### src/rtl/sce_pkg.sv
// Shared types, widths and constants for the softmax cross-entropy block.
// Holds the exp coefficient table builder used by the exp unit.
// No dependencies.
`timescale 1ns / 1ps

package sce_pkg;

	localparam int MAX_CLASSES_DEF = 64;
	localparam int EXP_BITS_DEF    = 10;
	localparam int EXP_BITS_MAX    = 14;

	localparam int LOGIT_W = 24;
	localparam int VAL_W   = 40;
	localparam int CLS_W   = 6;
	localparam int ROWS_W  = 16;
	localparam int DY_W    = 32;
	localparam int E_W     = 17;
	localparam int S_W     = 23;
	localparam int T_W     = 29;
	localparam int LNS_W   = 20;
	localparam int LOSS_W  = 56;
	localparam int DIVN_W  = 57;
	localparam int LN_STEPS = 16;

	localparam logic [30:0] LOG2E_Q30 = 31'd1549082005;
	localparam logic [29:0] LN2_Q30   = 30'd744261118;

	localparam logic [VAL_W-1:0] VAL_MAX = {1'b0, {(VAL_W-1){1'b1}}};
	localparam logic [VAL_W-1:0] VAL_MIN = {1'b1, {(VAL_W-1){1'b0}}};

	localparam logic [1:0] REG_MODE  = 2'd0;
	localparam logic [1:0] REG_BATCH = 2'd1;
	localparam logic [1:0] REG_DY    = 2'd2;

	typedef enum logic [1:0] {
		STAT_OK        = 2'd0,
		STAT_NEG_LABEL = 2'd1,
		STAT_ZERO_MASS = 2'd2,
		STAT_ROW_LONG  = 2'd3
	} status_t;

	typedef enum logic [4:0] {
		ST_IDLE,
		ST_ERR,
		ST_MAX_RD,
		ST_MAX_CMP,
		ST_EXP_RD,
		ST_EXP_GO,
		ST_EXP_WAIT,
		ST_CHECK,
		ST_LN_WAIT,
		ST_ACC_RD,
		ST_ACC_MUL,
		ST_ACC_ADD,
		ST_ACC_FIN,
		ST_MEAN_GO,
		ST_MEAN_WAIT,
		ST_MEAN_OUT,
		ST_G_RD,
		ST_G_MUL,
		ST_G_DIV,
		ST_G_DIV_WAIT,
		ST_G_D,
		ST_G_SCALE,
		ST_G_DIV2_WAIT,
		ST_G_OUT
	} state_t;

	typedef logic [EXP_BITS_MAX:1][31:0] exp_coef_t;

	function automatic logic [63:0] isqrt64(input logic [63:0] v);
		logic [63:0] rem;
		logic [63:0] r;
		logic [63:0] b;
		rem = v;
		r   = '0;
		for (int k = 0; k < 32; k++) begin
			b = 64'd1 << (62 - 2 * k);
			if (rem >= r + b) begin
				rem = rem - (r + b);
				r   = (r >> 1) + b;
			end else begin
				r = r >> 1;
			end
		end
		return r;
	endfunction

	// c(i) = isqrt(c(i-1) << 32), c(0) = 2^31: 2^32 * 2^(-2^-i)
	function automatic exp_coef_t coef_table();
		exp_coef_t   tab;
		logic [63:0] c;
		c = 64'd1 << 31;
		for (int i = 1; i <= EXP_BITS_MAX; i++) begin
			c      = isqrt64(c << 32);
			tab[i] = c[31:0];
		end
		return tab;
	endfunction

endpackage

### src/rtl/sce_ln.sv
// Iterative natural log of the row sum, Q.16 result.
// One squaring step per cycle; uses sce_pkg.
`timescale 1ns / 1ps

module sce_ln import sce_pkg::*; (
	input  logic             clk,
	input  logic             arst_n,
	input  logic             start,
	input  logic [S_W-1:0]   s,
	output logic             done,
	output logic [LNS_W-1:0] lns
);

	localparam logic [4:0] LAST = 5'(LN_STEPS + 1);

	logic             busy_q;
	logic             done_q;
	logic [4:0]       step_q;
	logic [S_W-1:0]   s_q;
	logic [2:0]       n_q;
	logic [30:0]      y_q;
	logic [15:0]      frac_q;
	logic [LNS_W-1:0] lns_q;

	logic [2:0]  n_c;
	logic [36:0] y_init;
	logic [61:0] sq;
	logic [49:0] l2_prod;

	always_comb begin
		n_c = '0;
		for (int i = 1; i <= 6; i++) begin
			if (s_q[16 + i]) n_c = 3'(i);
		end
		y_init  = ({14'd0, s_q} << 14) >> n_c;
		sq      = 62'(y_q) * 62'(y_q);
		l2_prod = 50'({n_q, frac_q}) * 50'(LN2_Q30) + (50'd1 << 29);
	end

	always_ff @(posedge clk or negedge arst_n) begin
		if (!arst_n) begin
			busy_q <= 1'b0;
			done_q <= 1'b0;
			step_q <= '0;
		end else begin
			done_q <= 1'b0;
			if (start) begin
				busy_q <= 1'b1;
				step_q <= '0;
			end else if (busy_q) begin
				if (step_q == LAST) begin
					busy_q <= 1'b0;
					done_q <= 1'b1;
				end else begin
					step_q <= step_q + 1'b1;
				end
			end
		end
	end

	always_ff @(posedge clk) begin
		if (start) begin
			s_q <= s;
		end else if (busy_q) begin
			if (step_q == '0) begin
				n_q    <= n_c;
				y_q    <= y_init[30:0];
				frac_q <= '0;
			end else if (step_q == LAST) begin
				lns_q <= l2_prod[49:30];
			end else if (sq[61]) begin
				// square reached 2.0: halve, emit a one
				y_q    <= sq[61:31];
				frac_q <= {frac_q[14:0], 1'b1};
			end else begin
				y_q    <= sq[60:30];
				frac_q <= {frac_q[14:0], 1'b0};
			end
		end
	end

	assign done = done_q;
	assign lns  = lns_q;

endmodule

### config.mk
export PLATFORM = sky130hd
export DESIGN_NAME = sce_ln
export DESIGN_NICKNAME = d
export VERILOG_FILES = /design/src/rtl/sce_pkg.sv /design/src/rtl/sce_ln.sv
export SDC_FILE = /design/constraint.sdc
export NUM_CORES = 2
export LEC_CHECK = 0
export BUFFER_PORTS_ARGS = -buffer_cell sky130_fd_sc_hd__buf_2
export CAP_MARGIN = 0
export CORE_MARGIN = 1.5
export CORE_UTILIZATION = 65
export DETAILED_ROUTE_END_ITERATION = 8
export PLACE_DENSITY_LB_ADDON = 0.15
export SYNTH_ARGS = -nofsm -noshare
export SYNTH_HDL_FRONTEND = slang
export SYNTH_SLANG_ARGS = --single-unit
### constraint.sdc
create_clock -name clk -period 18.9 [get_ports clk]
set_clock_uncertainty 0.05 [all_clocks]
set_input_delay 0.945 -clock clk [delete_from_list [all_inputs] [get_ports clk]]
set_output_delay 0.945 -clock clk [all_outputs]
set_load 0.02 [all_outputs]
Yosys cells after proc, flatten, opt, wreduce, memory -nomap -nowiden:

Cells that the tools add are included.

* bits in registers: 100
* input bits: 26
* output and inout bits: 21

* add/subtract/negate cells: 2
* multipliers: 2
* equal/unequal tests: 3
* shifts and indexed selects: 1
* mux-type cells: 20
* bitwise operators: 2
* reduce and logical (&&, ||, !) cells: 6

Operator list (number)
* $mux W31: 3
* $mul A31 B31 Y62: 1
* $add A49 B30 Y50 const B: 1
* $mul A19 B29 Y48 const B: 1
* $shr A37 B3 Y31: 1
* $mux W16: 1
* $mux W5: 3
* $mux W3: 3
* $mux W1: 8
* $reduce_and A3 Y1: 2
* $add A5 B1 Y5 const B: 1
* $eq A5 B5 Y1 const B: 1
* $logic_not A5 Y1: 1
* $mux W2: 2
* $reduce_and A4 Y1: 1
* $ne A2 B1 Y1 const B: 1
* $ne A2 B2 Y1 const B: 1
* $not A1 Y1: 2
* $reduce_and A2 Y1: 1
* $reduce_bool A2 Y1: 1

Longest topological paths before layout:

* word-level depth: 8
* depth in mapped cells: 31
* depth with buffers taken out: 28

Worst setup path before layout:

No wires, ideal clock.

* kind: flip-flop to flip-flop
* start point: register y_q[12]
* end point: register y_q[12] (data pin)
* setup time: 0.275 ns
* arrival: 7.523 ns
* required time: 18.575 ns
* path slack: 11.052 ns
* stages on the path, launching flop included: 27
* buffers on the path: 4
* cells stage by stage: edfxtp_1 > clkbuf_1 > clkbuf_1 > nand2_1 > fa_1 > inv_1 > fa_1 > inv_1 > fa_1 > fa_1 > inv_1 > fa_1 > fa_1 > fa_1 > fa_1 > ha_1 > nand3_1 > nor3_1 > nand2_1 > a211o_1 > a211oi_1 > o21ai_1 > o211ai_1 > xor2_1 > buf_2 > buf_1 > o221ai_1

* longest elaborated chain between the ends: 4

RTL lines
* start: declaration: line sce_ln.sv:21 `logic [30:0] y_q;`
* start signal: assignment: line sce_ln.sv:67 `y_q <= y_init[30:0];`
* start signal: assignment: line sce_ln.sv:73 `y_q <= sq[61:31];`
* start signal: assignment: line sce_ln.sv:76 `y_q <= sq[60:30];`
* $mul A31 B31 Y62: line sce_ln.sv:36 `sq = 62'(y_q) * 62'(y_q);`
* $mux W31: line sce_ln.sv:71 `end else if (sq[61]) begin`
* $mux W31: line sce_ln.sv:69 `end else if (step_q == LAST) begin`
* $mux W31: line sce_ln.sv:65 `if (step_q == '0) begin`

No other way between the ends. The select of a mux whose other input is x is not followed.
A chain may end at the register's enable or synchronous reset.

Final worst setup path:

* start point: register y_q[15]
* end point: register y_q[17] (data pin)

The elaborated chain is that of the path after synthesis.

==> flow_metrics.tcl <==
set metrics [dict create \
    status "complete, no violations" \
    yosysWarnings 0 \
    area_delta_synth_final_pct 3.41 \
    mostFrequentLayoutCells "inv_1 (1246), fa_1 (933), ha_1 (471)" \
    post_cts_resized 0 \
    vias 28100 \
    grt_pass1_wl_mm 161 \
    final_common_cell "inv_1" \
    cts_setup_buffers 0 \
    routabilityCongestion 0.924 \
    syn_nets 5697 \
    synth-edff-count 93 \
    grt_pass1_vias 30400 \
    nets 5660 \
    startpoint "y_q[15]$_DFFE_PP_" \
    antenna_left 0 \
    rows 91 \
    cp.arrival_ns 9.96 \
    seqCellArea_um2 2970 \
    synth-async-reset-ratio_pct 7.00 \
    setup.worst_path.class "register to register" \
    clock_sinks 100 \
    final_core_util_pct 68.1 \
    rsz0062_at_grt "no" \
    overflow 0 \
    synth_fa_ha_area_share_pct 60.4 \
    syn_area_um2 40700 \
    cts_tree "done" \
    max_slew_margin_pct 27.0 \
    timing.final.crit_share_pct 52.5 \
    synth_top_family_by_area "adder cells" \
    first_iter_violations 1827 \
    worst_slew_pin_slew_ns 1.09 \
    fin_area_um2 42100 \
    initial_core_util_pct 65.8 \
    synth.avg_cell_area_um2 9.54 \
    dpl.hpwl_mm 79.5 \
    ys_seq_area_share_pct 7.29 \
    port_buffers 46 \
    reg2reg_from "y_q[15]$_DFFE_PP_" \
    yosys_register_bits 100 \
    cp_max_fo 24 \
    place_area_um2 41800 \
    dp_slack_ns 9.22 \
    clk_pin_slew_ns 0.09 \
    finalSetupViolations 0 \
    synth_simple_gate_area_share_pct 10.4 \
    synthCells 4267 \
    grt_use_total_pct 32.8 \
    slew_viol_final 0 \
    insertion_delay_ns 0.37 \
    root_buffer "clkbuf_16" \
    cts.path.max_buffers 2 \
    synth_compound_area_share_pct 6.08 \
    finalHoldViolations 0 \
    viasPerCell 5.54 \
    die_width_um 253 \
    finalWorstSetupSlack_ns 8.97 \
    period_minus_slack_ns 9.93 \
    synth_ff_type "edfxtp_1" \
    cts-buffers-inserted 9 \
    cts_hold_buf 0 \
    routedWlPerCell_um 19.2 \
    critPathLaunchType "register" \
    dieArea_um2 64100 \
    synth_cell_types 88 \
    holdCritPathClass "primary input to async pin" \
    core_um2 61800 \
    cts_max_level 3 \
    max_freq_ghz 0.101 \
    synth_mux_area_share_pct 1.02 \
    drc 0 \
    drt-total-wl_mm 97.3 \
    finalSetupTns_ns 0 \
    endpoint_kind "register" \
    maxCapViolCount 0 \
    multiInputGateArea_um2 32600 \
    grt_max_degree 48 \
    synth_xor_area_share_pct 2.00 \
    die_h_um 253 \
    io-pin-count 47 \
    antenna_found_initial 4 \
    nFillCells 4971 \
    drive_gt1_share_pct 3.49 \
    drt_pre_antenna_iters 5 \
    crit_required_ns 18.93 \
]
-- routing by layer --
metal	global-route usage (%)	share of wire, %	vias up
met5	0	0	-
met4	8.85	2.9	0
met3	4.56	7.9	180
met2	53.0	47	935
met1	46.9	42	14200
li1	-	-	12800
-- flip-flops by register name, summed over array words and instances, names as in the netlist --
| signal | flops |
|---|---|
| s_q | 23 |
| done | 1 |
| frac_q | 16 |
| y_q | 31 |
| step_q | 5 |
| busy_q | 1 |
| n_q | 3 |
| lns | 20 |
-- cell type report --
cell class | count | share of cell area (%)
multi-input cells | 2788 | 77.4
repair buffers | 83 | 1.21
clock buffers | 9 | 0.535
inverters | 1248 | 11.1
clock inverters | 7 | 0.217
diodes | 1 | 0.00595
well taps | 837 | 2.49
flip-flops and latches | 100 | 7.05
-- worst max-delay path, stage by stage (launching register included) --
cell      delay, ns
edfxtp_1       0.34
buf_4          0.44
clkinv_1       0.61
nor2_1         0.44
fa_1           0.49
fa_1           0.55
inv_1          0.06
fa_1           0.56
fa_1           0.46
fa_1           0.54
inv_1          0.06
fa_1           0.45
fa_1           0.50
fa_1           0.42
ha_1           0.36
nand2_1        0.08
o21ai_0        0.30
a311oi_1       0.15
a211o_1        0.29
a211oi_1       0.73
o21ai_1        0.20
o211ai_1       0.44
xnor2_2        0.45
nand2_1        0.12
a31oi_1        0.53
-- stage by stage --
stage               cells  hold WS, ns
floorplan            4267        0.489
global placement     5056        0.513
detailed placement   5056        0.525
CTS                  5072        0.330
global route         5073        0.335
finish               5073        0.335
-- final timing paths --
kind	to	slack (ns)	cells after the start
hold / removal	busy_q$_DFF_PN0_	0.34	1
setup / recovery	y_q[17]$_DFFE_PP_	8.97	24
max in group asynchronous	step_q[3]$_DFFE_PN0P_	18.30	1
setup reg to reg	y_q[17]$_DFFE_PP_	8.97	24
hold reg to reg	step_q[1]$_DFFE_PN0P_	0.53	2
min in group clk	step_q[1]$_DFFE_PN0P_	0.53	2
-- synth_stat cells, types with 6 or more instances --
cell,n,area (um2)
a211oi_1,20,150
nand3_1,33,165
a21oi_1,114,571
a31oi_1,21,131
edfxtp_1,93,2790
o21a_1,9,67.6
a31o_2,7,61.3
o21bai_1,11,82.6
fa_1,933,18700
and3_1,14,87.6
nor2b_1,20,125
clkbuf_1,112,420
nor4_1,7,43.8
o21ai_0,48,240
buf_2,10,50.1
nand2_1,383,1440
a22oi_1,7,52.6
a21o_1,43,323
o221ai_1,6,52.6
nor3_1,32,160
ha_1,471,5890
or2_2,6,37.5
nor2_1,124,465
mux2i_1,37,370
dfrtp_1,7,175
and2_1,191,1190
xnor2_1,50,438
inv_1,1246,4680
nand4_1,27,169
o211ai_1,16,120
nand2b_1,11,68.8
o21ai_1,7,35.0
xor2_1,41,359
-- logic make-up after synthesis --
logic type | after synthesis
AOI/OAI and AO/OA | 370
xor gates and xnor gates | 92
adders and majority gates | 1404
buffers and inverters | 1379
DFF | 100
muxes | 41
and+or+nand+nor | 881
Power is left out: the tool's default activity adds up to more than one toggle a clock period on the data nets, which glitch-free logic cannot reach.
