===== config.mk =====
export PLATFORM = sky130hd
export DESIGN_NAME = sce_exp
export DESIGN_NICKNAME = d
export VERILOG_FILES = /design/src/rtl/sce_pkg.sv /design/src/rtl/sce_exp.sv
export SDC_FILE = /design/constraint.sdc
export NUM_CORES = 2
export LEC_CHECK = 0
export BUFFER_PORTS_ARGS = -buffer_cell sky130_fd_sc_hd__buf_2
export CORE_UTILIZATION = 65
export DETAILED_ROUTE_END_ITERATION = 10
export PLACE_DENSITY = 0.82
export REMOVE_ABC_BUFFERS = 1
export SLEW_MARGIN = 20
export SYNTH_ARGS = -nofsm -noshare
export SYNTH_HDL_FRONTEND = slang
export SYNTH_SLANG_ARGS = --single-unit

===== constraint.sdc =====
create_clock -name clk -period 12.55 [get_ports clk]
set_clock_uncertainty 0.15 [all_clocks]
set_input_delay 0 -clock clk [delete_from_list [all_inputs] [get_ports clk]]
set_output_delay 0 -clock clk [all_outputs]
set_load 0.01 [all_outputs]

===== src/rtl/sce_pkg.sv =====
// Shared types, widths and constants for the softmax cross-entropy block.
// Holds the exp coefficient table builder used by the exp unit.
// No dependencies.
`timescale 1ns / 1ps

package sce_pkg;

	localparam int MAX_CLASSES_DEF = 64;
	localparam int EXP_BITS_DEF    = 10;
	localparam int EXP_BITS_MAX    = 14;

	localparam int LOGIT_W = 24;
	localparam int VAL_W   = 40;
	localparam int CLS_W   = 6;
	localparam int ROWS_W  = 16;
	localparam int DY_W    = 32;
	localparam int E_W     = 17;
	localparam int S_W     = 23;
	localparam int T_W     = 29;
	localparam int LNS_W   = 20;
	localparam int LOSS_W  = 56;
	localparam int DIVN_W  = 57;
	localparam int LN_STEPS = 16;

	localparam logic [30:0] LOG2E_Q30 = 31'd1549082005;
	localparam logic [29:0] LN2_Q30   = 30'd744261118;

	localparam logic [VAL_W-1:0] VAL_MAX = {1'b0, {(VAL_W-1){1'b1}}};
	localparam logic [VAL_W-1:0] VAL_MIN = {1'b1, {(VAL_W-1){1'b0}}};

	localparam logic [1:0] REG_MODE  = 2'd0;
	localparam logic [1:0] REG_BATCH = 2'd1;
	localparam logic [1:0] REG_DY    = 2'd2;

	typedef enum logic [1:0] {
		STAT_OK        = 2'd0,
		STAT_NEG_LABEL = 2'd1,
		STAT_ZERO_MASS = 2'd2,
		STAT_ROW_LONG  = 2'd3
	} status_t;

	typedef enum logic [4:0] {
		ST_IDLE,
		ST_ERR,
		ST_MAX_RD,
		ST_MAX_CMP,
		ST_EXP_RD,
		ST_EXP_GO,
		ST_EXP_WAIT,
		ST_CHECK,
		ST_LN_WAIT,
		ST_ACC_RD,
		ST_ACC_MUL,
		ST_ACC_ADD,
		ST_ACC_FIN,
		ST_MEAN_GO,
		ST_MEAN_WAIT,
		ST_MEAN_OUT,
		ST_G_RD,
		ST_G_MUL,
		ST_G_DIV,
		ST_G_DIV_WAIT,
		ST_G_D,
		ST_G_SCALE,
		ST_G_DIV2_WAIT,
		ST_G_OUT
	} state_t;

	typedef logic [EXP_BITS_MAX:1][31:0] exp_coef_t;

	function automatic logic [63:0] isqrt64(input logic [63:0] v);
		logic [63:0] rem;
		logic [63:0] r;
		logic [63:0] b;
		rem = v;
		r   = '0;
		for (int k = 0; k < 32; k++) begin
			b = 64'd1 << (62 - 2 * k);
			if (rem >= r + b) begin
				rem = rem - (r + b);
				r   = (r >> 1) + b;
			end else begin
				r = r >> 1;
			end
		end
		return r;
	endfunction

	// c(i) = isqrt(c(i-1) << 32), c(0) = 2^31: 2^32 * 2^(-2^-i)
	function automatic exp_coef_t coef_table();
		exp_coef_t   tab;
		logic [63:0] c;
		c = 64'd1 << 31;
		for (int i = 1; i <= EXP_BITS_MAX; i++) begin
			c      = isqrt64(c << 32);
			tab[i] = c[31:0];
		end
		return tab;
	endfunction

endpackage


===== src/rtl/sce_exp.sv =====
// Iterative exp(-t) unit: t in Q.16, result in Q1.16.
// One coefficient multiply per cycle; uses sce_pkg.
`timescale 1ns / 1ps

module sce_exp import sce_pkg::*; #(
	parameter int EXP_TABLE_BITS = EXP_BITS_DEF
) (
	input  logic                clk,
	input  logic                arst_n,
	input  logic                start,
	input  logic [LOGIT_W-1:0]  t,
	output logic                done,
	output logic [E_W-1:0]      e
);

	localparam int SW = $clog2(EXP_TABLE_BITS + 2);
	localparam logic [SW-1:0] LAST = SW'(EXP_TABLE_BITS + 1);
	localparam exp_coef_t COEF = coef_table();

	logic              busy_q;
	logic              done_q;
	logic [SW-1:0]     step_q;
	logic [LOGIT_W-1:0] t_q;
	logic [24:0]       u_q;
	logic [32:0]       m_q;
	logic [E_W-1:0]    e_q;

	logic [54:0] u_prod;
	logic [31:0] coef;
	logic [64:0] m_prod;
	logic        f_bit;
	logic [8:0]  k;
	logic [33:0] rnd_sum;
	logic [33:0] rnd_shr;

	always_comb begin
		u_prod  = 55'(t_q) * 55'(LOG2E_Q30);
		coef    = (step_q == '0) ? COEF[1] : COEF[step_q];
		m_prod  = 65'(m_q) * 65'(coef);
		f_bit   = u_q[5'd16 - 5'(step_q)];
		k       = u_q[24:16];
		rnd_sum = 34'(m_q) + (34'd1 << (6'd15 + 6'(k[4:0])));
		rnd_shr = rnd_sum >> (6'd16 + 6'(k[4:0]));
	end

	always_ff @(posedge clk or negedge arst_n) begin
		if (!arst_n) begin
			busy_q <= 1'b0;
			done_q <= 1'b0;
			step_q <= '0;
		end else begin
			done_q <= 1'b0;
			if (start) begin
				busy_q <= 1'b1;
				step_q <= '0;
			end else if (busy_q) begin
				if (step_q == LAST) begin
					busy_q <= 1'b0;
					done_q <= 1'b1;
				end else begin
					step_q <= step_q + 1'b1;
				end
			end
		end
	end

	always_ff @(posedge clk) begin
		if (start) begin
			t_q <= t;
		end else if (busy_q) begin
			if (step_q == '0) begin
				u_q <= u_prod[54:30];
				m_q <= 33'h1_0000_0000;
			end else if (step_q == LAST) begin
				// too far below the max: rounds to zero
				e_q <= (k > 9'd16) ? '0 : rnd_shr[E_W-1:0];
			end else if (f_bit) begin
				m_q <= m_prod[64:32];
			end
		end
	end

	assign done = done_q;
	assign e    = e_q;

endmodule


== After elaboration in Yosys (flattened, before gate mapping) ==
Memories as Yosys holds them, arrays and structs flattened.
Index checks and enable logic that the tools add are counted.

* Bits in registers: 105
* Memory bits (read-only): 512
* Input bits: 27
* Output and inout bits: 18
* Word-level logic and storage cells: 47
* Memories: 1

{| class="wikitable"
|+ Memory list
! name !! words !! bits a word !! rd ports !! clocked after Yosys merged registers in !! write ports !! line !! RTL
|-
| (name not given) || 16 || 32 || 1 || 0 || 0 || sce_exp.sv:38 || <nowiki>coef = (step_q == '0) ? COEF[1] : COEF[step_q];</nowiki>
|}

* Add/subtract/negate cells: 5
* Multiply operators: 2
* Order comparisons: 3
* Eq/ne operators: 3
* Shift operators: 2
* Mux-type cells: 15
* Bitwise logic cells: 2
* Reduce and logical (&&, ||, !) cells: 7

{| class="wikitable"
|+ Operator list
! kind !! count
|-
| 33-bit 2-to-1 mux || 2
|-
| 33-bit by 32-bit multiplier with 65-bit output || 1
|-
| 32-bit 2-to-1 mux || 2
|-
| 24-bit by 31-bit multiplier with 55-bit output (second input constant) || 1
|-
| 33-bit by 34-bit adder with 34-bit output || 1
|-
| 1-bit by 6-bit left shift with 34-bit output (first input constant) || 1
|-
| 34-bit by 6-bit >> shifter with 17-bit output || 1
|-
| 4-bit 2-to-1 mux || 3
|-
| 9-bit by 5-bit > comparator with 1-bit output (second input constant) || 1
|-
| 4-bit AND reduction || 2
|-
| 1-bit 2-to-1 mux || 7
|-
| 4-bit by 5-bit adder with 6-bit output (first input constant) || 1
|-
| 5-bit by 5-bit adder with 6-bit output (first input constant) || 1
|-
| 5-bit by 6-bit less-than comparator with 1-bit output (second input constant) || 1
|-
| 1-bit binary-select mux with 5-bit select || 1
|-
| 4-bit by 5-bit less-than comparator with 1-bit output (second input constant) || 1
|-
| 5-bit by 4-bit subtractor with 5-bit output (first input constant) || 1
|-
| 4-bit by 1-bit adder with 4-bit output (second input constant) || 1
|-
| 4-bit equality test (second input constant) || 1
|-
| 4-bit logical NOT || 1
|-
| 2-bit != test (second input constant) || 2
|-
| 2-bit nonzero test || 2
|-
| 3-bit AND reduction || 1
|-
| 1-bit NOT || 2
|-
| 2-bit AND reduction || 1
|}

== Depth between registers and ports, before layout ==
* Depth in word-level cells: 6
* Mapped depth: 37

== Least setup slack after synthesis ==
OpenSTA, ideal clock, no wires.

* Kind: register to register
* Start: register step_q[0]
* End: register m_q[27] (data pin)
* Setup time: 0.266 ns
* Data arrival time: 8.834 ns
* Required time: 12.134 ns
* Slack: 3.300 ns
* Cell stages (with the launch flop): 36
* Buffers on the path: 4
* Clock period less this slack: 9.250 ns
* Cells stage by stage: dfrtp_1 clkbuf_1 clkinv_1 ha_1 buf_2 clkinv_1 nand2_1 nor2_1 a21oi_1 o21ai_0 clkbuf_1 and2_1 fa_1 fa_1 fa_1 inv_1 fa_1 inv_1 fa_1 fa_1 fa_1 inv_1 fa_1 inv_1 ha_1 clkbuf_1 a21oi_1 a21oi_1 a2111oi_0 o21ai_0 a311o_1 a31oi_2 o21ai_1 a41oi_1 xor2_1 nor2_1

* Word-level cells in the longest chain between the ends: 6
* Elaborated cells on any way between the ends: 7
* Those cells by class: mul: 1; mux: 4; reduce/logical: 1; memory: 1

{| class="wikitable"
|+ RTL lines
! element !! line !! RTL
|-
| from (decl) || sce_exp.sv:22 || <nowiki>logic [SW-1:0] step_q;</nowiki>
|-
| from (signal assigned) || sce_exp.sv:61 || <nowiki>step_q <= step_q + 1'b1;</nowiki>
|-
| memory read 16 x 32 bit || - ||
|-
| 32-bit 2-to-1 mux (not written as such) || sce_exp.sv:38 ||
|-
| 32-bit 2-to-1 mux || sce_exp.sv:38 ||
|-
| 33-bit by 32-bit multiplier with 65-bit output || sce_exp.sv:39 || <nowiki>m_prod = 65'(m_q) * 65'(coef);</nowiki>
|-
| 33-bit 2-to-1 mux || sce_exp.sv:77 || <nowiki>end else if (f_bit) begin</nowiki>
|-
| 33-bit 2-to-1 mux || sce_exp.sv:74 || <nowiki>end else if (step_q == LAST) begin</nowiki>
|-
| to (signal assigned) || sce_exp.sv:78 || <nowiki>m_q <= m_prod[64:32];</nowiki>
|-
| to (decl) || sce_exp.sv:25 || <nowiki>logic [32:0] m_q;</nowiki>
|}

Parallel ways exist; a longest one is shown, timed or not. The select of a mux whose other input is x is not followed.
A chain may end at the register's enable or synchronous reset.

== Worst setup path in the final report ==
* Start: register step_q[1]
* End: register m_q[30] (data pin)

Same word-level chain as after synthesis.

==> flow_summary.ini <==
[cts]
cts_tree = built
clk_path_buf_depth = 2
clock_latency_ps = 410
cts_max_level = 3
cts_buffers = 9
cts_sinks = 105
cts_root_buffer = clkbuf_16
path_clk_slew_ps = 100

[critical_path]
rrSetupSlack_ps = 1970
crit_top_cell = fa_1
cp.arrival_ps = 10590
r2r-end = m_q[30]
path_depth = 34
reg2reg_from = step_q[1]
slowest_stage = dfrtp_1
path_delay_family = adder cells
worstSetupEndpointType = flip-flop
worstRegToRegCells = 34
slowest_delay_ps = 650
criticalPathCategory = reg2reg
endpoint = m_q[30]
crit_fanout = 33
crit_path_start = step_q[1]
critPathLaunchType = flip-flop
timing.critical_path.buf_inv = 10
required_ps = 12550

[yosys]
synth_flop_cell = edfxtp_1
yosysWarnings = 0
synth_cell_type_count = 93
synth_top_area_share_pct = 45.8
synth_area_leaders = fa_1, ha_1, inv_1, and2_1, edfxtp_1
yosys-top-cells-count = inv_1, fa_1, ha_1, and2_1, nand2_1
ys_seq_area_share_pct = 6.00
post-synth-top-area-cell = fa_1
synthesis.area_sq_um = 52100
postSynthCellCount = 5571
yosysMostFrequentCell = inv_1
avgSynthCellArea_sq_um = 9.35
synth_edf_count = 99
ys_async_sr_fraction_pct = 5.71
ys_ff_latch = 105

[timing]
period_share_pct = 84.3
finalSetupViolCount = 0
hold_viol_final = 0
setup_tns_ps = 0
relSlewSlack_pct = 21.3
max_freq_mhz = 94.5
whs_ps = 144
tightest_slew_ps = 1180
rsz0062_at_grt = no
min_period_ps = 10580
finalMaxSlewViolations = 0

[layout]
syn_to_final_growth_pct = 3.67
final_core_util_pct = 68.2
nFillCells = 6012
layout-drive-gt1-share_pct = 3.71
layout.nets = 7290
design_area_sq_um = 54000

[drt]
ant_nets = 0
drt_first_pass_iters = 8
viasPerCell = 5.98
drtIter0Drc = 3383
drc = 0
vias = 39163
wl_per_cell_um = 22.6
wirelength_um = 148000

[outcome]
outcome = finished clean

[place]
place_hpwl_um = 114000
portBuffers = 44
placed_area_sq_um = 53400
gp_congestion = 0.989

[die]
dieArea_sq_um = 81300
fp.dieH_um = 285
rows = 103
initial_core_util_pct = 65.8
core_sq_um = 79100
die_w_um = 285
ios = 45

[global_routing]
gr-total-overflow = 0
first_global_vias = 42807
grt_max_degree = 47
grt_pass1_wl_um = 236000
track_usage_pct = 38.2
antenna_found_initial = 8

[run]
drv_cap = 0

[min_path]
worstHoldPathType = in2reg
## per-stage QoR
step | instances | worst slack [ps]
after floorplan | 5342 | 1720
after global placement | 6504 | 2360
after detailed placement | 6504 | 2190
after CTS | 6547 | 2170
after global routing | 6548 | 1520
final | 6550 | 1970
## state kept, by name, summed over array words and instances, names as in the netlist
| name | flops |
|---|---|
| m_q | 33 |
| done | 1 |
| t_q | 24 |
| e | 17 |
| busy_q | 1 |
| step_q | 4 |
| u_q | 25 |
## worst reg2reg max path, delay by kind of cell (launching register included)
kind	cells	cell delay (ps)
buf+inv	10	1670
flops	1	650
compound gates	6	1580
simple gates	7	1480
mux	1	140
fa+ha+maj	10	4660
## cell usage in the layout (no fill, tap or decap), drive strengths merged, types with 7 or more instances in the layout
master and n:
o21ai 84, nor2b 10, nor2 174, xnor2 55, o211ai 17, edfxtp 99
a21oi 142, mux4 7, a31oi 19, a211oi 26, clkinv 8, and3 19
and2 566, mux2i 13, fa 1192, o2111ai 7, o22ai 8, ha 578
o21a 24, dlygate4sd3 27, nand3 31, a22oi 8, nand2b 13, nand4 29
or2 8, inv 1363, buf 113, nor3 64, a21o 58, o21bai 20
conb 14, o31ai 11, nor3b 7, or3 8, clkbuf 9, xor2 27
nand2 545
## worst min path at each step
stage	startpoint	cells after the start	end	slack, ps
after floorplan	arst_n	0	busy_q	-450
after global placement	arst_n	1	done	-280
after detailed placement	arst_n	1	done	-280
after CTS	t[1]	2	t_q[1]	120
after global routing	t[4]	2	t_q[4]	160
final	t[10]	2	t_q[10]	140
## per-layer routing
layer / part of all wire, % / GRT usage, %
met1: 36 / 48.1
met2: 46 / 60.7
met3: 12 / 9.94
met4: 6.2 / 20.0
met5: 0.0088 / 0
## logic make-up after synthesis
| logic type | share of synthesized area (%) |
|---|---|
| flops | 6.00 |
| other cells | 0.00720 |
| simple gates | 14.3 |
| buf+inv | 11.6 |
| compound gates | 6.35 |
| mux | 0.617 |
| fa+ha+maj | 59.7 |
| xor+xnor | 1.38 |
## area by class of cell
class | count | area (sq um) | share of cell area, %
clock buffers | 9 | 225 | 0.417
inverters | 1364 | 5120 | 9.48
diodes | 2 | 5.00 | 0.00927
well taps | 1050 | 1310 | 2.43
clock inverters | 7 | 70.1 | 0.130
flip-flops and latches | 105 | 3120 | 5.79
repair buffers | 140 | 1030 | 1.90
multi-input cells | 3873 | 43100 | 79.8
## what timing repair did
item	in CTS	in global routing
hold endpoints to repair	32	0
hold buffers	27	0
setup buffers	0	0
resized for setup	0	0
Power is not shown: default switching activity piles up to over one toggle a cycle in this logic, so the estimate is an artifact.
