## src/rtl/sce_pkg.sv

```systemverilog
// Shared types, widths and constants for the softmax cross-entropy block.
// Holds the exp coefficient table builder used by the exp unit.
// No dependencies.
`timescale 1ns / 1ps

package sce_pkg;

	localparam int MAX_CLASSES_DEF = 64;
	localparam int EXP_BITS_DEF    = 10;
	localparam int EXP_BITS_MAX    = 14;

	localparam int LOGIT_W = 24;
	localparam int VAL_W   = 40;
	localparam int CLS_W   = 6;
	localparam int ROWS_W  = 16;
	localparam int DY_W    = 32;
	localparam int E_W     = 17;
	localparam int S_W     = 23;
	localparam int T_W     = 29;
	localparam int LNS_W   = 20;
	localparam int LOSS_W  = 56;
	localparam int DIVN_W  = 57;
	localparam int LN_STEPS = 16;

	localparam logic [30:0] LOG2E_Q30 = 31'd1549082005;
	localparam logic [29:0] LN2_Q30   = 30'd744261118;

	localparam logic [VAL_W-1:0] VAL_MAX = {1'b0, {(VAL_W-1){1'b1}}};
	localparam logic [VAL_W-1:0] VAL_MIN = {1'b1, {(VAL_W-1){1'b0}}};

	localparam logic [1:0] REG_MODE  = 2'd0;
	localparam logic [1:0] REG_BATCH = 2'd1;
	localparam logic [1:0] REG_DY    = 2'd2;

	typedef enum logic [1:0] {
		STAT_OK        = 2'd0,
		STAT_NEG_LABEL = 2'd1,
		STAT_ZERO_MASS = 2'd2,
		STAT_ROW_LONG  = 2'd3
	} status_t;

	typedef enum logic [4:0] {
		ST_IDLE,
		ST_ERR,
		ST_MAX_RD,
		ST_MAX_CMP,
		ST_EXP_RD,
		ST_EXP_GO,
		ST_EXP_WAIT,
		ST_CHECK,
		ST_LN_WAIT,
		ST_ACC_RD,
		ST_ACC_MUL,
		ST_ACC_ADD,
		ST_ACC_FIN,
		ST_MEAN_GO,
		ST_MEAN_WAIT,
		ST_MEAN_OUT,
		ST_G_RD,
		ST_G_MUL,
		ST_G_DIV,
		ST_G_DIV_WAIT,
		ST_G_D,
		ST_G_SCALE,
		ST_G_DIV2_WAIT,
		ST_G_OUT
	} state_t;

	typedef logic [EXP_BITS_MAX:1][31:0] exp_coef_t;

	function automatic logic [63:0] isqrt64(input logic [63:0] v);
		logic [63:0] rem;
		logic [63:0] r;
		logic [63:0] b;
		rem = v;
		r   = '0;
		for (int k = 0; k < 32; k++) begin
			b = 64'd1 << (62 - 2 * k);
			if (rem >= r + b) begin
				rem = rem - (r + b);
				r   = (r >> 1) + b;
			end else begin
				r = r >> 1;
			end
		end
		return r;
	endfunction

	// c(i) = isqrt(c(i-1) << 32), c(0) = 2^31: 2^32 * 2^(-2^-i)
	function automatic exp_coef_t coef_table();
		exp_coef_t   tab;
		logic [63:0] c;
		c = 64'd1 << 31;
		for (int i = 1; i <= EXP_BITS_MAX; i++) begin
			c      = isqrt64(c << 32);
			tab[i] = c[31:0];
		end
		return tab;
	endfunction

endpackage

```

## src/rtl/sce_div.sv

```systemverilog
// Restoring unsigned divider, one quotient bit per cycle.
// Shared by the mean, probability and gradient scaling; uses sce_pkg.
`timescale 1ns / 1ps

module sce_div import sce_pkg::*; (
	input  logic              clk,
	input  logic              arst_n,
	input  logic              start,
	input  logic [DIVN_W-1:0] dividend,
	input  logic [S_W-1:0]    divisor,
	output logic              done,
	output logic [DIVN_W-1:0] quotient
);

	localparam int CW = $clog2(DIVN_W);
	localparam logic [CW-1:0] LAST = CW'(DIVN_W - 1);

	logic              busy_q;
	logic              done_q;
	logic [CW-1:0]     cnt_q;
	logic [DIVN_W-1:0] qr_q;
	logic [S_W-1:0]    rem_q;
	logic [S_W-1:0]    dvs_q;

	logic [S_W:0] trial;
	logic         fits;
	logic [S_W:0] diff;

	always_comb begin
		trial = {rem_q, qr_q[DIVN_W-1]};
		fits  = trial >= {1'b0, dvs_q};
		diff  = trial - {1'b0, dvs_q};
	end

	always_ff @(posedge clk or negedge arst_n) begin
		if (!arst_n) begin
			busy_q <= 1'b0;
			done_q <= 1'b0;
			cnt_q  <= '0;
		end else begin
			done_q <= 1'b0;
			if (start) begin
				busy_q <= 1'b1;
				cnt_q  <= '0;
			end else if (busy_q) begin
				cnt_q <= cnt_q + 1'b1;
				if (cnt_q == LAST) begin
					busy_q <= 1'b0;
					done_q <= 1'b1;
				end
			end
		end
	end

	always_ff @(posedge clk) begin
		if (start) begin
			qr_q  <= dividend;
			rem_q <= '0;
			dvs_q <= divisor;
		end else if (busy_q) begin
			rem_q <= fits ? diff[S_W-1:0] : trial[S_W-1:0];
			qr_q  <= {qr_q[DIVN_W-2:0], fits};
		end
	end

	assign done     = done_q;
	assign quotient = qr_q;

endmodule

```

## config.mk

```make
export PLATFORM = sky130hd
export DESIGN_NAME = sce_div
export DESIGN_NICKNAME = d
export VERILOG_FILES = /design/src/rtl/sce_pkg.sv /design/src/rtl/sce_div.sv
export SDC_FILE = /design/constraint.sdc
export NUM_CORES = 1
export LEC_CHECK = 0
export BUFFER_PORTS_ARGS = -buffer_cell sky130_fd_sc_hd__buf_2
export CAP_MARGIN = 10
export CORE_ASPECT_RATIO = 0.75
export CORE_MARGIN = 4
export CORE_UTILIZATION = 53
export DETAILED_ROUTE_END_ITERATION = 8
export GPL_TIMING_DRIVEN = 0
export PLACE_DENSITY = 0.8
export RECOVER_POWER = 50
export SLEW_MARGIN = 20
export SYNTH_ARGS = -nofsm -noshare
export SYNTH_HDL_FRONTEND = slang
export SYNTH_SLANG_ARGS = --single-unit
```

## constraint.sdc

```tcl
create_clock -name clk -period 3.6 [get_ports clk]
set_input_delay 0.18 -clock clk [delete_from_list [all_inputs] [get_ports clk]]
set_output_delay 0.18 -clock clk [all_outputs]
set_load 0.02 [all_outputs]
```

Yosys cells after proc, flatten, opt, wreduce, memory -nomap -nowiden
Index checks and enable logic that the tools add are counted.
Storage, ports and cells
  flip-flop bits (word level): 111
  output and inout port bits: 58
  word-level logic and storage cells: 22
Operators by class
  add/sub/neg operators: 2
  $lt $le $gt $ge: 1
  equal/unequal tests: 1
  multiplexer cells: 11
  reductions and logical operators: 1
Operator list (count)
  57-bit two-way mux: 2
  24-bit by 23-bit >= comparator with 1-bit output: 1
  23-bit two-way mux: 1
  23-bit subtractor: 1
  6-bit two-way mux: 2
  6-bit by 1-bit adder with 6-bit output (second input constant): 1
  6-bit equality test (second input constant): 1
  1-bit two-way mux: 6
  2-bit nonzero test: 1

Depth between registers and ports, before layout
Gate-level depths: netlist of run 1.
  depth in word-level cells: 4
  gate-level depth with buffers: 13
  mapped depth without buffers: 12

Least setup slack after synthesis of run 1
No wires, ideal clock.
  kind: reg2reg
  start point: reg qr_q[56], in the netlist quotient[56]
  end point: reg rem_q[3]
  setup time: 0.137 ns
  arrival time: 2.694 ns
  path slack: 0.768 ns
  stages on the path, launching flop included: 13
  path buffers: 1
  clock period less this slack: 2.832 ns
  cells stage by stage: edfxtp_1 -> inv_1 -> ha_1 -> fa_1 -> nand2b_1 -> a21oi_1 -> o2111ai_1 -> a31oi_2 -> a21oi_2 -> o21ai_4 -> buf_12 -> mux2i_1 -> a211oi_1
On the way
  cells in the longest elaborated chain, start to end: 2
  elaborated cells on any way between the ends: 3
  those cells by class: add/sub: 1; order compare: 1; mux: 1
RTL lines
  start: declaration: line sce_div.sv:21  | logic [DIVN_W-1:0] qr_q;
  start signal: assignment: line sce_div.sv:57  | qr_q <= dividend;
  start signal: assignment: line sce_div.sv:62  | qr_q <= {qr_q[DIVN_W-2:0], fits};
  23-bit subtractor or 24-bit by 23-bit >= comparator with 1-bit output (tied branches): line sce_div.sv:32, sce_div.sv:31
  23-bit two-way mux *: line sce_div.sv:61  | rem_q <= fits ? diff[S_W-1:0] : trial[S_W-1:0];
  end signal: assignment: line sce_div.sv:61
  end: declaration: line sce_div.sv:22  | logic [S_W-1:0] rem_q;
Every way passes the cells marked *; elsewhere a longest branch is shown, timed or not.
A chain may end at the register's enable or synchronous reset.

Final worst setup path of run 1
  start point: reg qr_q[56], in the netlist quotient[56]
  end point: reg rem_q[2]
The elaborated chain is that of the path after synthesis.

==> impl_metrics.py, run 1 <==
metrics = {
    "power": {
        "powerDensity_nw_per_um2": 663,
        "power_leakage_nw": 2.84,
        "vdd.ir_drop.worst_uv": 420,
    },
    "final_layout": {
        "n_fill_cell": 805,
        "layout-drive-gt1-share": 0.267,
        "nNetsFinal": 738,
        "multi_input_area_um2": 2390,
        "antenna_cells": 0,
        "syn_to_final_growth_pct": 21.1,
        "register_area_um2": 3060,
    },
    "timing": {
        "final.period_utilization": 0.916,
        "setup_violations": 0,
        "fmax_ghz": 0.303,
        "skew_ns": 0.0127,
        "rsz0062_at_grt": "no",
        "final.setup.tns_ns": 0,
        "worstMarginPinSlew_ns": 0.704,
        "whs_ns": 0.00600,
        "hold_violations": 0,
        "relSlewSlack": 0.531,
        "slew_viol_final": 0,
        "fin_crit_ns": 3.30,
    },
    "clocking": {
        "post_cts_resized": 0,
        "clk_pin_slew_ns": 0.08,
        "cts_sinks": 111,
        "cts_tree": "yes",
        "h-tree-depth": 3,
        "cts_buffers": 9,
        "clk_latency_ns": 0.35,
        "post_cts_buffers": 0,
        "root_buffer": "clkbuf_16",
        "clockBufferDepth": 2,
    },
    "global_routing": {
        "grt_pass1_wl_mm": 22.5,
        "first_global_vias": 4521,
        "grt_usage": 0.223,
        "grt_max_degree": 58,
        "antenna_found_initial": 0,
        "grt_overflow_total": 0,
    },
    "die": {
        "core.rowCount": 32,
        "fp.dieW_um": 127,
        "die_h_um": 97.5,
        "initial_utilization": 0.546,
        "io_pins": 141,
        "coreArea_um2": 10400,
        "die_area_um2": 12400,
    },
    "worst_setup_path": {
        "cp-start-kind": "flip-flop",
        "crit_arrival_ns": 3.49,
        "end_kind": "flip-flop",
        "slowest_stage": "fa_1",
        "critical_path_required_ns": 3.79,
        "critical_path_class": "reg -> reg",
        "cp_max_fo": 10,
        "cpPeakStageDelay_ns": 0.40,
        "crit_chain": "inv_1 > ha_1 > fa_1 > nand2b_1 > a21oi_1 > o2111ai_1 > a31oi_2 > a21oi_2 > o21ai_4 > buf_12 > mux2i_1 > a211oi_1",
    },
    "logic_synthesis": {
        "synth_top_cell_by_area": "edfxtp_1",
        "synth_fp_nets": 577,
        "synth_edf_count": 80,
        "syn_inst": 468,
        "synth_warnings": 0,
        "async_reset_ff_frac": 0.0721,
        "netlist.area_leader.share": 0.424,
        "syn_avg_cell_area_um2": 12.1,
        "synth-seq-cells": 111,
        "yosysSeqAreaShare": 0.541,
        "ys_dominant_reg_cell": "edfxtp_1",
        "yosysUniqueCellTypes": 49,
        "syn-cell-area_um2": 5670,
        "synth_area_leaders": "edfxtp_1 (42%), mux2_2 (12%), dfxtp_1 (8.1%)",
    },
    "routing": {
        "vias": 4303,
        "drtIter0Drc": 251,
        "finalWirelength_mm": 13.4,
        "detail_route.wl_per_cell_um": 17.5,
        "viasPerCell": 5.59,
        "drc": 0,
        "ant_nets": 0,
        "dr.pass1.iters": 5,
    },
    "run": {
        "cap_violations": 0,
    },
    "placed_design": {
        "portBuffers": 140,
        "place_congestion": 0.931,
        "hpwlAfterDp_mm": 9.94,
    },
    "run_status": {
        "outcome": "completed",
    },
    "hold_path": {
        "worstHoldPathType": "in -> reg",
    },
}
-- kinds of logic after synthesis --
family / after synthesis / share of synthesized area
flip-flops: 111 / 0.541
AND/OR/NAND/NOR: 100 / 0.0824
AO/OA/AOI/OAI: 89 / 0.108
multiplexers: 72 / 0.140
buffers and inverters: 49 / 0.0382
adder cells (fa/ha/maj): 26 / 0.0587
XOR/XNOR: 21 / 0.0325
-- final timing paths --
kind	cells after the start	slack, ns	endpoint	from
setup reg to reg	12	0.30	rem_q[2]	quotient[56]
min in group asynchronous	2	0.29	done	arst_n
hold / removal	1	0.006	dvs_q[14]	divisor[14]
setup / recovery	12	0.30	rem_q[2]	quotient[56]
hold reg to reg	2	0.49	rem_q[22]	rem_q[22]
max in group asynchronous	2	3.00	cnt_q[1]	arst_n
-- final cells by class --
class | instances | share of cell area
Timing Repair Buffer | 150 | 0.106
Clock inverter | 5 | 0.00930
Buffer | 20 | 0.0157
Sequential cell | 111 | 0.446
Multi-Input combinational cell | 308 | 0.348
Clock buffer | 11 | 0.0339
Tap cell | 136 | 0.0248
Inverter | 29 | 0.0162
-- routing by layer --
| layer | vias up | GRT usage | wire (um) |
|---|---|---|---|
| met5 | - | 0 | 0 |
| met4 | 0 | 0.0577 | 161 |
| met3 | 18 | 0.0874 | 1200 |
| met2 | 165 | 0.374 | 6670 |
| met1 | 2087 | 0.268 | 5410 |
| li1 | 2033 | - | - |
-- critical path: cells and delay by family (launching register included) --
| family | cells | cell delay (ns) |
|---|---|---|
| multiplexers | 1 | 0.23 |
| flip-flops | 1 | 0.37 |
| AO/OA/AOI/OAI | 6 | 1.48 |
| AND/OR/NAND/NOR | 1 | 0.19 |
| adder cells (fa/ha/maj) | 2 | 0.62 |
| buffers and inverters | 2 | 0.25 |
-- through the flow --
step           instance area (um2)  cells   util  worst slack, ns  power, mW
2_1_floorplan                 5670    468      -            0.769       3.11
3_3_place_gp                  6540    744  0.630           -0.667       3.45
3_5_place_dp                  6540    744  0.631            0.344       3.54
4_1_cts                       6900    766  0.665            0.356       4.57
5_1_grt                       6860    770  0.662           0.0887       4.84
6_report                      6860    770  0.662            0.304       4.55
-- sequential cells by signal, summed over array words and instances, names as in the netlist --
register and count:
quotient 57, busy_q 1, dvs_q 23, rem_q 23, done 1, cnt_q 6
-- placed cells by master, fill, tap and decap left out, drive strengths merged, types with 3 or more instances in the layout --
cell / instances
dlygate4sd3: 10
nor3: 3
xor2: 13
o21bai: 3
inv: 31
ha: 25
dfxtp: 23
edfxtp: 80
mux2i: 14
nand2: 27
nand3: 6
dfrtp: 8
clkbuf: 85
o211ai: 7
xnor2: 8
a21o: 6
nand4: 5
buf: 86
o21ai: 20
a211oi: 18
nand2b: 6
nor2: 39
a21oi: 25
mux2: 58
nor2b: 5
-- timing repair --
action / CTS / global route
hold buffers: 6 / 4
endpoints found under the setup margin: 0 / 0
hold endpoints to repair: 13 / 4
-- report_power, final --
group / internal (mW) / switching (mW) / total (mW)
registers: 1.60 / 0.151 / 1.75
logic: 0.790 / 0.993 / 1.78
clock network: 0.549 / 0.461 / 1.01
total: 2.94 / 1.61 / 4.55
-- cell usage after synthesis, types with 2 or more instances --
| library cell | count |
|---|---|
| edfxtp_1 | 80 |
| mux2_2 | 58 |
| nor2_1 | 39 |
| inv_1 | 29 |
| nand2_1 | 27 |
| ha_1 | 25 |
| a21oi_1 | 23 |
| dfxtp_1 | 23 |
| a211oi_1 | 18 |
| clkbuf_1 | 14 |
| mux2i_1 | 14 |
| xor2_1 | 13 |
| o21ai_0 | 12 |
| dfrtp_1 | 8 |
| xnor2_1 | 8 |
| a21o_1 | 6 |
| nand2b_1 | 6 |
| o211ai_1 | 6 |
| o21ai_1 | 6 |
| nand3_1 | 5 |
| nand4_1 | 5 |
| nor2b_1 | 5 |
| o21bai_1 | 3 |
| a2111oi_2 | 2 |
| a21oi_2 | 2 |
| buf_1 | 2 |
| buf_6 | 2 |
| nor3_1 | 2 |
| nor3b_1 | 2 |
| nor4_1 | 2 |
| o2111ai_1 | 2 |
| or3_1 | 2 |
Note: power is estimated with default switching activity, not from simulation.
==> inputs of run 2 (changes only) <==
Settings changed: ABC_AREA set to 1, PLACE_DENSITY 0.8 to 0.78.
==> impl_metrics.py, run 2 <==
metrics = {
    "final_layout": {
        "largest_reg_flops": 57,
        "antenna_cells": 0,
        "most-common-layout-cells": "nand2_1 (396), inv_1 (103), edfxtp_1 (80), buf_2 (80), clkbuf_1 (74)",
        "layout-drive-gt1-share": 0.131,
        "nNetsFinal": 1111,
        "utilization": 0.658,
        "syn_to_final_growth_pct": 21.1,
        "layout_commonest_cell": "nand2_1",
    },
    "logic_synthesis": {
        "syn-cell-area_um2": 6310,
        "async_reset_ff_frac": 0.0721,
        "yosysSeqAreaShare": 0.485,
        "syn_avg_cell_area_um2": 7.60,
        "synth_warnings": 0,
        "synth-seq-cells": 111,
        "ys_top_cells_by_count": "nand2_1 (396), inv_1 (103), edfxtp_1 (80), nor2_1 (52), nand3_1 (31)",
        "ys_dominant_reg_cell": "edfxtp_1",
        "synth_area_leaders": "edfxtp_1 (38%), nand2_1 (24%), dfxtp_1 (7.3%)",
        "synth_edf_count": 80,
        "syn_inst": 831,
        "synth.most_common_cell": "nand2_1",
        "yosysUniqueCellTypes": 34,
        "synth_fp_nets": 940,
        "netlist.area_leader.share": 0.381,
        "synth_top_cell_by_area": "edfxtp_1",
    },
    "clocking": {
        "root_buffer": "clkbuf_16",
        "clk_pin_slew_ns": 0.08,
        "clk_latency_ns": 0.35,
        "cts_buffers": 9,
        "post_cts_buffers": 0,
        "clockBufferDepth": 2,
        "cts_tree": "yes",
        "cts_sinks": 111,
        "h-tree-depth": 3,
    },
    "die": {
        "fp.dieW_um": 134,
        "core.rowCount": 34,
        "die_area_um2": 13700,
        "coreArea_um2": 11600,
        "initial_utilization": 0.544,
        "io_pins": 141,
        "die_h_um": 103,
    },
    "worst_setup_path": {
        "cp-start-kind": "flip-flop",
        "critical_path_required_ns": 3.83,
        "cp_max_fo": 10,
        "critical_path_class": "reg -> reg",
        "end_kind": "flip-flop",
        "crit_arrival_ns": 2.79,
    },
    "timing": {
        "fin_crit_ns": 2.56,
        "final.setup.tns_ns": 0,
        "relSlewSlack": 0.0238,
        "skew_ns": 0.0149,
        "rsz0062_at_grt": "no",
        "fmax_ghz": 0.391,
        "final.period_utilization": 0.711,
        "hold_violations": 0,
        "slew_viol_final": 0,
        "worstMarginPinSlew_ns": 1.46,
        "setup_violations": 0,
    },
    "placed_design": {
        "place_congestion": 0.958,
        "hpwlAfterDp_mm": 11.4,
        "portBuffers": 140,
    },
    "routing": {
        "viasPerCell": 4.79,
        "dr.pass1.iters": 5,
        "ant_nets": 0,
        "drc": 0,
        "detail_route.wl_per_cell_um": 12.9,
        "drtIter0Drc": 533,
        "vias": 5603,
        "finalWirelength_mm": 15.1,
    },
    "power": {
        "vdd.ir_drop.worst_uv": 351,
        "powerDensity_nw_per_um2": 646,
        "finalPower_mw": 4.94,
        "power_leakage_nw": 3.88,
    },
    "global_routing": {
        "grt_max_degree": 59,
        "grt_overflow_total": 0,
        "grt_pass1_wl_mm": 24.7,
        "antenna_found_initial": 0,
        "grt_usage": 0.224,
        "first_global_vias": 5396,
    },
    "hold_path": {
        "worstHoldPathType": "in -> reg",
    },
    "run": {
        "cap_violations": 0,
    },
    "run_status": {
        "outcome": "completed",
    },
}
==> run 2: changes by cell type after synthesis, sizes merged, moves of 5 or more <==
cell	previous run	this run
a21oi	25	19
xor2	13	2
nor2	39	77
nor2b	5	0
inv	29	105
o21ai	20	9
mux2	58	0
o211ai	7	0
nand2	27	400
mux2i	14	0
nand2b	6	0
a21o	6	1
nand3	6	31
a211oi	18	0
==> run 2: layout make-up <==
cell class                 count  area [um2]
multi-input combinational    594        2750
tap                          162         203
clock inverter                 7        73.8
timing repair buffer         160         826
inverter                     106         400
clock buffer                   9         225
fill                        1037        3970
buffer                        20         101
sequential                   111        3060
==> run 2: worst max-delay path: stages (launching register included) <==
cell      delay, ns
edfxtp_1       0.40
inv_1          0.06
ha_1           0.22
fa_1           0.42
inv_1          0.11
nand2_1        0.05
nand2_1        0.08
nand3_1        0.08
nand2_1        0.16
nand2_1        0.14
nand4_4        0.20
buf_4          0.23
nand3_1        0.09
nand3_1        0.13
nand2_1        0.06
==> run 2: logic make-up after synthesis <==
group | after synthesis | share of synthesized area
compound gates | 32 | 0.0270
xor+xnor | 11 | 0.0153
fa+ha+maj | 26 | 0.0527
buf+inv | 126 | 0.0791
flops | 111 | 0.485
simple gates | 525 | 0.341
==> run 2: worst paths after layout <==
check,slack [ns],cells past startpoint,to,start
hold / removal,0.01,1,dvs_q[9],divisor[9]
hold reg to reg,0.48,2,rem_q[20],rem_q[20]
max in group asynchronous,2.99,2,cnt_q[1],arst_n
setup reg to reg,1.04,14,rem_q[14],quotient[56]
setup / recovery,1.04,14,rem_q[14],quotient[56]
min in group asynchronous,0.30,2,cnt_q[2],arst_n
==> run 2: per-stage QoR <==
step	area (um2)	hold WS (ns)	setup slack, ns	instances
6_report	7640	0.0149	1.04	1169
3_5_place_dp	7220	0.0319	1.08	1133
3_3_place_gp	7220	0.0321	0.277	1133
4_1_cts	7710	0.00312	1.04	1168
5_1_grt	7640	0.00220	0.828	1169
2_1_floorplan	6310	-0.116	1.41	831
==> run 2: layer usage <==
layer,track usage,vias to the layer above,wire length (um)
li1,-,2925,-
met1,0.305,2494,7040
met2,0.366,160,6790
met3,0.0541,24,977
met4,0.0587,0,247
met5,0,-,0
==> run 2: report_power, final <==
part / leakage [nW] / internal (mW) / switching [mW] / total, mW
registers: 1.15 / 1.59 / 0.151 / 1.74
logic: 2.59 / 0.804 / 1.40 / 2.21
clock network: 0.145 / 0.491 / 0.498 / 0.989
total: 3.88 / 2.88 / 2.05 / 4.94
==> run 2: repair_timing <==
action / 4_1_cts / 5_1_grt
endpoints found under the hold margin: 26 / 1
hold buffers: 19 / 1
resized for setup: 0 / 0
==> inputs of run 3 (changes only) <==
Clock period 3.6 ns to 2.46 ns, I/O delays scaled along.
==> impl_metrics.py, run 3 (same netlist as run 2, synthesis figures left out) <==
metrics = {
    "clocking": {
        "clk_latency_ns": 0.36,
        "cts_sinks": 111,
        "root_buffer": "clkbuf_16",
        "clockBufferDepth": 2,
        "clk_pin_slew_ns": 0.08,
        "h-tree-depth": 3,
        "cts_tree": "yes",
        "cts_buffers": 9,
    },
    "global_routing": {
        "grt_usage": 0.225,
        "antenna_found_initial": 0,
        "grt_pass1_wl_mm": 24.9,
        "grt_overflow_total": 0,
        "grt_max_degree": 59,
        "first_global_vias": 5405,
    },
    "power": {
        "p_sw_mw": 3.03,
        "intPower_mw": 4.28,
        "pwr-share-clk": 0.199,
        "p_comb_frac": 0.453,
        "vdd.ir_drop.worst_uv": 517,
        "swShare": 0.414,
        "p_seq_frac": 0.349,
        "power_leakage_nw": 3.91,
        "powerDensity_nw_per_um2": 946,
    },
    "timing": {
        "slew_viol_final": 0,
        "hold_violations": 0,
        "fmax_ghz": 0.424,
        "skew_ns": 0.0152,
        "relSlewSlack": 0.533,
        "fin_crit_ns": 2.36,
        "worstMarginPinSlew_ns": 0.700,
        "setup_violations": 0,
        "final.period_utilization": 0.959,
        "whs_ns": 0.0271,
        "final.setup.tns_ns": 0,
    },
    "worst_setup_path": {
        "r2r_setup_slack_ns": 0.10,
        "crit_chain": "inv_1 > ha_1 > fa_1 > inv_1 > nand2_1 > nand2_1 > nand3_1 > nand2_2 > nand2_1 > nand4_4 > buf_6 > nand3_1 > nand3_1 > nand2_1",
        "path_common_cell": "nand2_1",
        "r2r_cells": 14,
        "slowest_stage": "fa_1",
        "cp-start-kind": "flip-flop",
        "r2r-start": "quotient[56]",
        "end_kind": "flip-flop",
        "timing.rr.end": "rem_q[14]",
        "cp_max_fo": 10,
        "cpPeakStageDelay_ns": 0.42,
        "critical_path_required_ns": 2.69,
        "crit_arrival_ns": 2.59,
        "critical_path_class": "reg -> reg",
    },
    "run_status": {
        "outcome": "completed",
    },
    "placed_design": {
        "portBuffers": 140,
        "place_congestion": 0.958,
        "hpwlAfterDp_mm": 11.4,
        "dp_cells": 1133,
    },
    "routing": {
        "drtIter0Drc": 489,
        "ant_nets": 0,
        "viasPerCell": 4.78,
        "vias": 5619,
        "dr.pass1.iters": 5,
        "detail_route.wl_per_cell_um": 12.8,
        "drc": 0,
        "finalWirelength_mm": 15.1,
    },
    "die": {
        "die_area_um2": 13700,
        "io_pins": 141,
        "fp.dieW_um": 134,
        "core.rowCount": 34,
        "die_h_um": 103,
        "coreArea_um2": 11600,
        "initial_utilization": 0.544,
    },
    "final_layout": {
        "most-common-layout-cells": "nand2_1 (395), inv_1 (103), buf_2 (81)",
        "layout-drive-gt1-share": 0.135,
        "largest_reg_flops": 57,
        "layout_commonest_cell": "nand2_1",
        "stdcell_count": 1176,
        "nNetsFinal": 1118,
        "antenna_cells": 0,
        "syn_to_final_growth_pct": 22.2,
    },
    "run": {
        "cap_violations": 0,
    },
    "hold_path": {
        "worstHoldPathType": "in -> reg",
        "holdCritStartpoint": "dividend[46]",
        "min_path_cells": 3,
        "worstHoldEndpoint": "quotient[46]",
    },
}
-- run 3: worst max path at each step --
| stage | startpoint | slack, ns | end |
|---|---|---|---|
| final | quotient[56] | 0.10 | rem_q[14] |
| after global routing | quotient[56] | -0.002 | rem_q[14] |
| after CTS | quotient[56] | 0.02 | rem_q[14] |
| after detailed placement | quotient[56] | -0.06 | rem_q[14] |
| after global placement | start | -0.81 | quotient[30] |
| after floorplan | quotient[56] | 0.27 | rem_q[19] |
-- run 3: what timing repair did --
| action | in CTS | in global routing |
|---|---|---|
| endpoints found under the setup margin | 10 | 24 |
| buffers inserted | 2 | 1 |
| pin swaps | 1 | 0 |
| hold buffers | 24 | 0 |
| gates resized for setup | 1 | 2 |
| endpoints found under the hold margin | 31 | 0 |
-- run 3: cell type report --
| class | count | area, um2 |
|---|---|---|
| plain buffers | 20 | 109 |
| well taps | 162 | 203 |
| flip-flops and latches | 111 | 3060 |
| fillers | 1034 | 3900 |
| repair buffers | 167 | 890 |
| multi-input cells | 594 | 2750 |
| inverters | 106 | 400 |
| clock inverters | 7 | 73.8 |
| clock buffers | 9 | 225 |
-- run 3: through the flow --
stage	setup slack [ns]	cell area, um2	util	power (mW)
final	0.101	7720	0.664	7.30
after global routing	-0.00210	7720	0.664	7.90
after CTS	0.0173	7780	0.670	7.31
after detailed placement	-0.0628	7220	0.622	5.74
after global placement	-0.806	7220	0.621	5.69
after floorplan	0.267	6310	-	5.00
-- run 3: power by group through the flow --
stage                     clock network [mW]  logic [mW]  registers [mW]
after floorplan                            0        2.34            2.66
after global placement                     0        3.11            2.57
after detailed placement                   0        3.17            2.57
after CTS                               1.47        3.29            2.54
after global routing                    1.55        3.76            2.59
final                                   1.45        3.31            2.55
-- run 3: metal layers --
metal / vias up / GRT usage / part of all wire
li1: 2938 / - / -
met1: 2497 / 0.307 / 0.46
met2: 164 / 0.367 / 0.45
met3: 20 / 0.0541 / 0.069
met4: 0 / 0.0610 / 0.015
met5: - / 0 / 0
-- run 3: worst max-delay path, delay by kind of cell, from the launching register on --
kind / cells / cell delay [ns]
simple gates: 9 / 0.92
fa+ha+maj: 2 / 0.64
flops: 1 / 0.35
buf+inv: 3 / 0.34
